$ cat src/design/hunt_search_lut_interpolator_top_defines.svh
// Assertion macros for the interpolator top level.
`ifndef HUNT_SEARCH_LUT_INTERPOLATOR_TOP_DEFINES_SVH
`define HUNT_SEARCH_LUT_INTERPOLATOR_TOP_DEFINES_SVH
// Check that an antecedent implies a consequent on the next cycle.
`define HSLI_ASSERT_NEXT(label, clk, rst_n, ante, cons, msg) \
	label: assert property (@(posedge clk) disable iff (!rst_n) (ante) |=> (cons)) \
		else $error(msg);
// Check that an expression holds at every cycle.
`define HSLI_ASSERT_ALWAYS(label, clk, rst_n, expr, msg) \
	label: assert property (@(posedge clk) disable iff (!rst_n) (expr)) \
		else $error(msg);
`endif

$ cat src/design/hsli_pkg.sv
// Shared types and constants for the interpolator.
`timescale 1ns / 1ps
`default_nettype none
package hsli_pkg;
	localparam int TABLE_DEPTH = 64;
	localparam int IDX_W = $clog2(TABLE_DEPTH);
	localparam int LEN_W = 7;
	localparam int DIV_STEPS = 64;
	localparam int CNT_W = $clog2(DIV_STEPS + 1);

	localparam logic REQ_WRITE = 1'b0;
	localparam logic REQ_LOOKUP = 1'b1;

	typedef enum logic [2:0] {
		DP_NOP,
		DP_WRITE,
		DP_LOAD,
		DP_READ,
		DP_CMP,
		DP_SETUP,
		DP_MUL,
		DP_FINISH
	} dp_op_t;

	typedef struct packed {
		dp_op_t op;
		logic div_step;
	} dp_cmd_t;

	typedef struct packed {
		logic walk_done;
		logic div_done;
	} dp_status_t;
endpackage
`default_nettype wire

$ cat src/design/hsli_ctrl.sv
// Sequencer for write, hunt walk, divide and result handoff.
`timescale 1ns / 1ps
`default_nettype none
module hsli_ctrl (
	input  wire logic clk,
	input  wire logic arst_n,
	input  wire logic in_valid,
	input  wire logic in_req_type,
	output logic in_ready,
	output logic out_valid,
	input  wire logic out_ready,
	output hsli_pkg::dp_cmd_t cmd,
	input  wire hsli_pkg::dp_status_t status
);
	import hsli_pkg::*;

	typedef enum logic [3:0] {
		S_IDLE, S_FETCH, S_CMP, S_LOW, S_HIGH, S_MUL, S_DIV, S_FIN, S_OUT
	} state_t;
	state_t state_q;
	logic wait_q;

	assign in_ready = (state_q == S_IDLE);
	assign out_valid = (state_q == S_OUT);

	always_comb begin
		cmd.op = DP_NOP;
		cmd.div_step = (state_q == S_DIV);
		unique case (state_q)
			S_IDLE: if (in_valid) cmd.op = (in_req_type == REQ_LOOKUP) ? DP_LOAD : DP_WRITE;
			S_CMP: if (!wait_q && !status.walk_done) cmd.op = DP_CMP;
			S_LOW: cmd.op = DP_READ;
			S_HIGH: cmd.op = DP_SETUP;
			S_MUL: cmd.op = DP_MUL;
			S_FIN: cmd.op = DP_FINISH;
			default: ;
		endcase
	end

	always_ff @(posedge clk or negedge arst_n) begin
		if (!arst_n) begin
			state_q <= S_IDLE;
			wait_q <= 1'b0;
		end else begin
			unique case (state_q)
				S_IDLE: if (in_valid) begin
					state_q <= (in_req_type == REQ_LOOKUP) ? S_FETCH : S_OUT;
				end
				S_FETCH: begin
					state_q <= S_CMP;
					wait_q <= 1'b1;
				end
				S_CMP: begin
					// alternate: wait for the registered table read, then compare
					if (wait_q) wait_q <= 1'b0;
					else if (status.walk_done) begin
						wait_q <= 1'b1;
						state_q <= S_LOW;
					end else wait_q <= 1'b1;
				end
				S_LOW: begin
					if (wait_q) wait_q <= 1'b0;
					else state_q <= S_HIGH;
				end
				S_HIGH: state_q <= S_MUL;
				S_MUL: state_q <= S_DIV;
				S_DIV: if (status.div_done) state_q <= S_FIN;
				S_FIN: state_q <= S_OUT;
				S_OUT: if (out_ready) state_q <= S_IDLE;
				default: state_q <= S_IDLE;
			endcase
		end
	end
endmodule
`default_nettype wire

$ cat config.mk
export PLATFORM = sky130hd
export DESIGN_NAME = hsli_ctrl
export DESIGN_NICKNAME = d
export VERILOG_FILES = /design/src/design/hunt_search_lut_interpolator_top_defines.svh /design/src/design/hsli_pkg.sv /design/src/design/hsli_ctrl.sv
export SDC_FILE = /design/constraint.sdc
export NUM_CORES = 1
export LEC_CHECK = 0
export BUFFER_PORTS_ARGS = -buffer_cell sky130_fd_sc_hd__buf_2
export CAP_MARGIN = 20
export CORE_AREA = 2 2 39 41
export CTS_BUF_LIST = sky130_fd_sc_hd__clkbuf_8
export DETAILED_ROUTE_END_ITERATION = 7
export DIE_AREA = 0 0 41 43
export SYNTH_ARGS = -nofsm -noshare
export SYNTH_HDL_FRONTEND = slang
export SYNTH_SLANG_ARGS = --single-unit
$ cat constraint.sdc
create_clock -name clk -period 2.1 [get_ports clk]
set_input_delay 0 -clock clk [delete_from_list [all_inputs] [get_ports clk]]
set_output_delay 0 -clock clk [all_outputs]
set_load 0.1 [all_outputs]
* After elaboration in Yosys (flattened, before gate mapping)
Index checks and enable logic that the tools add are counted.
W data, S select, Z words.
** Cells by class
- Eq/ne operators :: 14
- Mux-type cells :: 14
- Reductions and logical operators :: 6
** Operators with widths (count)
- $pmux W4 S9 :: 1
- $mux W4 :: 7
- $pmux W3 S6 :: 1
- $eq A4 B3 Y1 const B :: 4
- $eq A4 B2 Y1 const B :: 2
- $ne A2 B2 Y1 const B :: 4
- $reduce_and A6 Y1 :: 1
- $eq A4 B1 Y1 const B :: 1
- $eq A4 B4 Y1 const B :: 1
- $logic_not A4 Y1 :: 1
- $mux W2 :: 2
- $ne A2 B1 Y1 const B :: 2
- $mux W3 :: 1
- $pmux W1 S3 :: 1
- $reduce_bool A3 Y1 :: 1
- $logic_not A1 Y1 :: 2
- $logic_and A1 B1 Y1 :: 1
- $mux W1 :: 1
** Word-level totals
- Flip-flop bits (word level) :: 5
- Bits of input ports :: 7
- Output and inout port bits :: 6
- Word-level logic and storage cells :: 36

* Logic depth before layout (Yosys ltp)
Gate-level depths: netlist (run 1).
- Word-level depth :: 4
- Depth in mapped cells :: 5
- Mapped depth without buffers :: 4

* Worst setup path before layout (run 1)
No wires, ideal clock.
- Path kind :: register -> output
- Start point :: reg state_q[3]
- End point :: out in_ready
- Arrival :: 3.572 ns
- Data required time :: 2.100 ns
- Setup slack :: -1.472 ns
- Stages on the path, launching flop included :: 4
- Path through :: dfrtp_1 > buf_2 > clkbuf_1 > nor4_1
** On the way
- Cells in the longest elaborated chain, start to end :: 1
** RTL lines
- from (decl) :: line hsli_ctrl.sv:20 : state_t state_q;
- from (signal assigned) :: line hsli_ctrl.sv:47 : state_q <= (in_req_type == REQ_LOOKUP) ? S_FETCH : S_OUT;
- $logic_not A4 Y1 :: line hsli_ctrl.sv:23 : assign in_ready = (state_q == S_IDLE);
- to (decl) :: line hsli_ctrl.sv:9 : output logic in_ready,
No other way between the ends.

==> flow_summary.json, run 1 <==
{
  "drt_wl_total_um": 906,
  "rsz0062_at_grt": "no",
  "clk_pin_slew_ns": 0.04,
  "grt_use_total_pct": 12.4,
  "globalRouteMet3Util_pct": 6.28,
  "synth_cell_types": 24,
  "cts.sinks": 5,
  "worstPathRequired_ns": 2.10,
  "drc_errors": 0,
  "hold_class": "primary input to async pin",
  "reg2reg_slack_ns": 0.48,
  "syn-num-nets": 56,
  "ys_seq_area_share_pct": 30.6,
  "core_um2": 1380,
  "drv_slew": 0,
  "port_buffers": 12,
  "first_global_vias": 355,
  "max_slew_margin_pct": 67.9,
  "grt_overflow": 0,
  "cts-root-buf": "clkbuf_8",
  "layout_min_cycle_time_ns": 1.86,
  "critPathMaxFanout": 13,
  "numCtsBuffers": 3,
  "hold_viol": 0,
  "hpwl_um": 679,
  "finalSetupViolCount": 0,
  "cts-htree-levels": 1,
  "met1_usage_pct": 15.6,
  "yosys_warnings": 0,
  "grt_use_met2_pct": 16.9,
  "n_antenna_cell": 0,
  "ys_seq_elements": 5,
  "fill_cells": 155,
  "crit_arrival_ns": 1.86,
  "multi_input_area_um2": 267,
  "ant_nets": 0,
  "antenna_found_initial": 0,
  "fmax_ghz": 0.536,
  "first_iter_violations": 9,
  "die-height_um": 43,
  "grt_first_pass_wirelength_mm": 1.45,
  "die_x_um": 41,
  "viasPerCell": 5.31,
  "final_cell_area_um2": 542,
  "area_growth_pct": 32.4,
  "crit_start": "state_q[1]",
  "synthCells": 49,
  "cts_tree": "built",
  "wl_per_cell_um": 11.6,
  "finalWorstSetupSlack_ns": 0.236,
  "clock_path_buffers": 2,
  "final_layout_size_suffix_gt1_share_pct": 35.5,
  "syn_avg_cell_area_um2": 8.35,
  "grt-busiest-layer": "met2",
  "hold_slack_ns": 0.115,
  "worst_pin_slew_ns": 0.484,
  "cts-resized-gates": 0,
  "dp_slack_ns": 0.459,
  "register_area_um2": 125,
  "path_class": "flop to primary output",
  "pin_count": 13,
  "cp-end-kind": "primary output",
  "grt_max_degree": 14,
  "dpl_cell_area_um2": 487,
  "place_congestion": 0.822,
  "max-cap-violations": 0,
  "finish.net_count": 70,
  "num_vias": 414,
  "period_share_pct": 88.8,
  "syn-cell-area_um2": 409,
  "fin_skew_ns": 0.00555,
  "first_pass_iters": 4,
  "initial_utilization_pct": 29.6,
  "reg2reg_from": "state_q[0]",
  "rows": 14,
  "run_status": "finished clean",
  "die_area_um2": 1760,
  "cp-start-kind": "flop",
  "clock_latency_ns": 0.22
}
[cell families (layout without fill, tap and decap cells)]
logic type	after synthesis	count (layout)	share of synthesized area, %
compound gates	11	11	20.2
xor+xnor	1	1	2.14
buf+inv	6	19	7.95
flops	5	5	30.6
mux	4	4	11.6
simple gates	22	22	27.5
[flip-flops by register name, indices dropped and copies added, names as in the netlist]
name     cells
state_q      4
wait_q       1
[final timing paths]
path | endpoint | depth (start not counted)
max in group asynchronous | state_q[2] | 2
max | cmd[2] | 3
max reg2reg | state_q[0] | 3
min in group clk | state_q[0] | 4
min reg2reg | wait_q | 1
min | state_q[0] | 2
[Yosys cell counts, drive strengths merged]
cell	instances	area share [%]
dfrtp	5	31
nor2	5	4.6
nor3	5	6.1
a21oi	4	4.9
buf	4	6.1
o21ai	4	4.9
mux2	3	9.2
nand2	3	2.8
nor4	3	4.6
clkbuf	2	1.8
a31oi	1	1.5
and2	1	1.5
mux2i	1	2.4
nand2b	1	1.5
nand3	1	1.2
nor2b	1	1.5
nor3b	1	1.8
o311ai	1	6.4
o32a	1	2.4
or4	1	1.8
xnor2	1	2.1
[placed cells by master, fill, tap and decap left out, drive strengths merged, types with 3 or more instances in the layout]
| cell | n |
|---|---|
| clkbuf | 3 |
| a21oi | 4 |
| nand2 | 3 |
| mux2 | 3 |
| o21ai | 4 |
| nor2 | 5 |
| buf | 14 |
| nor3 | 5 |
| dfrtp | 5 |
| nor4 | 3 |
[critical path: stages, from the launching register on]
cell and delay (ns):
dfrtp_1 0.50, or4_1 0.58, a21oi_2 0.13, buf_2 0.43
[per-layer routing]
metal / routed length (um) / share of wire, %
met1: 414 / 46
met5: 0 / 0
met4: 0 / 0
met3: 64 / 7.1
met2: 426 / 47
[area by class of cell]
type                    instances  area share, %
clock buffers                   3           7.62
clock inverters                 1          0.693
multi-input cells              38           49.2
flip-flops and latches          5           23.1
well taps                      16           3.70
repair buffers                 15           15.7
[through the flow]
stage               utilization [%]  instances  setup TNS (ns)
floorplan                         -         49          -0.711
global placement               35.2         73               0
detailed placement             35.2         73               0
CTS                            39.2         78               0
global route                   39.2         78               0
finish                         39.2         78               0
[timing repair]
action	CTS	global route
endpoints found under the hold margin	5	0
buffers inserted	0	0
hold buffers	1	0
endpoints found under the setup margin	0	0
Power of run 1 is left out: the tool's default activity adds up to more than one toggle a clock period on the data nets, which glitch-free logic cannot reach.
==> run 2: changes to the inputs <==
--- a/config.mk
+++ b/config.mk
@@ -7,10 +7,13 @@
 export LEC_CHECK = 0
 export BUFFER_PORTS_ARGS = -buffer_cell sky130_fd_sc_hd__buf_2
 export CAP_MARGIN = 20
+export CELL_PAD_IN_SITES_DETAIL_PLACEMENT = 0
+export CELL_PAD_IN_SITES_GLOBAL_PLACEMENT = 1
 export CORE_AREA = 2 2 39 41
 export CTS_BUF_LIST = sky130_fd_sc_hd__clkbuf_8
 export DETAILED_ROUTE_END_ITERATION = 7
 export DIE_AREA = 0 0 41 43
+export PLACE_DENSITY_LB_ADDON = 0.1
 export SYNTH_ARGS = -nofsm -noshare
 export SYNTH_HDL_FRONTEND = slang
 export SYNTH_SLANG_ARGS = --single-unit
==> flow_summary.json, run 2 (synthesis results as in run 1) <==
{
  "fill_cells": 149,
  "wl_per_cell_um": 12.4,
  "rsz0062_at_grt": "no",
  "grt_use_total_pct": 13.9,
  "critPathMaxFanout": 13,
  "final_cell_area_um2": 534,
  "area_growth_pct": 30.6,
  "cp-end-kind": "primary output",
  "place_congestion": 0.679,
  "numCtsBuffers": 3,
  "rows": 14,
  "viasPerCell": 4.97,
  "drc_errors": 0,
  "final_layout_size_suffix_gt1_share_pct": 34.4,
  "max_slew_margin_pct": 58.9,
  "multi_input_area_um2": 267,
  "period_share_pct": 88.7,
  "first_iter_violations": 6,
  "layout_min_cycle_time_ns": 1.86,
  "final_common_cell": "buf_2",
  "hold_class": "primary input to async pin",
  "largest_reg_flops": 4,
  "dpl_cell_area_um2": 479,
  "grt_overflow": 0,
  "cts-htree-levels": 1,
  "path_class": "flop to primary output",
  "drt_wl_total_um": 951,
  "die_x_um": 41,
  "fmax_ghz": 0.537,
  "cts.sinks": 5,
  "die-height_um": 43,
  "final_cell_mix": "buf_2, nor2_1, nor3_1, dfrtp_1, o21ai_0",
  "finalSetupViolCount": 0,
  "cts-resized-gates": 0,
  "setup_tns_ns": 0,
  "worstPathRequired_ns": 2.10,
  "hold_viol": 0,
  "die_area_um2": 1760,
  "worst_pin_slew_ns": 0.617,
  "drv_slew": 0,
  "first_global_vias": 368,
  "initial_utilization_pct": 29.6,
  "core_um2": 1380,
  "top_regs": "state_q: 4 flops, wait_q: 1 flops",
  "grt_max_degree": 17,
  "first_pass_iters": 4,
  "dp_slack_ns": 0.433,
  "clk_pin_slew_ns": 0.03,
  "antenna_found_initial": 0,
  "pin_count": 13,
  "n_antenna_cell": 0,
  "cts-root-buf": "clkbuf_8",
  "run_status": "finished clean",
  "finalWorstSetupSlack_ns": 0.237,
  "grt_first_pass_wirelength_mm": 1.59,
  "num_vias": 383,
  "finish.net_count": 69,
  "crit_arrival_ns": 1.86,
  "cp-start-kind": "flop",
  "cts_tree": "built",
  "largest_register": "state_q",
  "ant_nets": 0,
  "register_area_um2": 125,
  "fin_skew_ns": 0.00160,
  "port_buffers": 12,
  "max-cap-violations": 0,
  "clock_latency_ns": 0.22,
  "clock_path_buffers": 2
}
## run 2: cell types whose count changed in the layout (fill, tap and decap cells not counted), sizes merged
cell,before,now
buf,14,13
## run 2: final cells by class
cell class	count	area share (%)
clock buffers	3	7.73
multi-input cells	38	49.9
clock inverters	1	0.703
repair buffers	14	14.5
well taps	16	3.75
flip-flops and latches	5	23.4
## run 2: per-layer routing
metal  share of wire (%)  track usage, %  vias up
met5                   0               0        -
met2                  51            19.7       12
met1                  40            17.4      167
li1                    -               -      202
met3                 7.6            8.38        2
met4                0.63            4.00        0
## run 2: timing repair
action                                 in CTS  in global routing
buffers inserted                            0                  0
endpoints found under the hold margin       5                  0
hold buffers                                1                  0
## run 2: through the flow
stage	hold slack (ns)	std cells	utilization [%]
floorplan	-0.296	49	-
global placement	-0.182	72	34.6
detailed placement	-0.183	72	34.6
CTS	0.131	77	38.6
global route	0.145	77	38.6
finish	0.130	77	38.6
## run 2: path summary, 6_finish.rpt
kind                             startpoint         end  slack, ns  depth (start not counted)
worst max-delay path             state_q[1]      cmd[2]       0.24                          3
worst min-delay path                 arst_n  state_q[3]       0.13                          2
worst max register to register   state_q[3]  state_q[0]       0.43                          4
worst min register to register       wait_q      wait_q       0.61                          1
max in group asynchronous            arst_n  state_q[2]       1.84                          2
min in group clk                in_req_type  state_q[0]       0.27                          4
## run 2: worst max-delay path, cell delays in order (launching register included)
cell and delay [ns]:
dfrtp_1 0.50, or4_1 0.58, a21oi_2 0.12, buf_2 0.44
Power of run 2 is left out for the same reason.
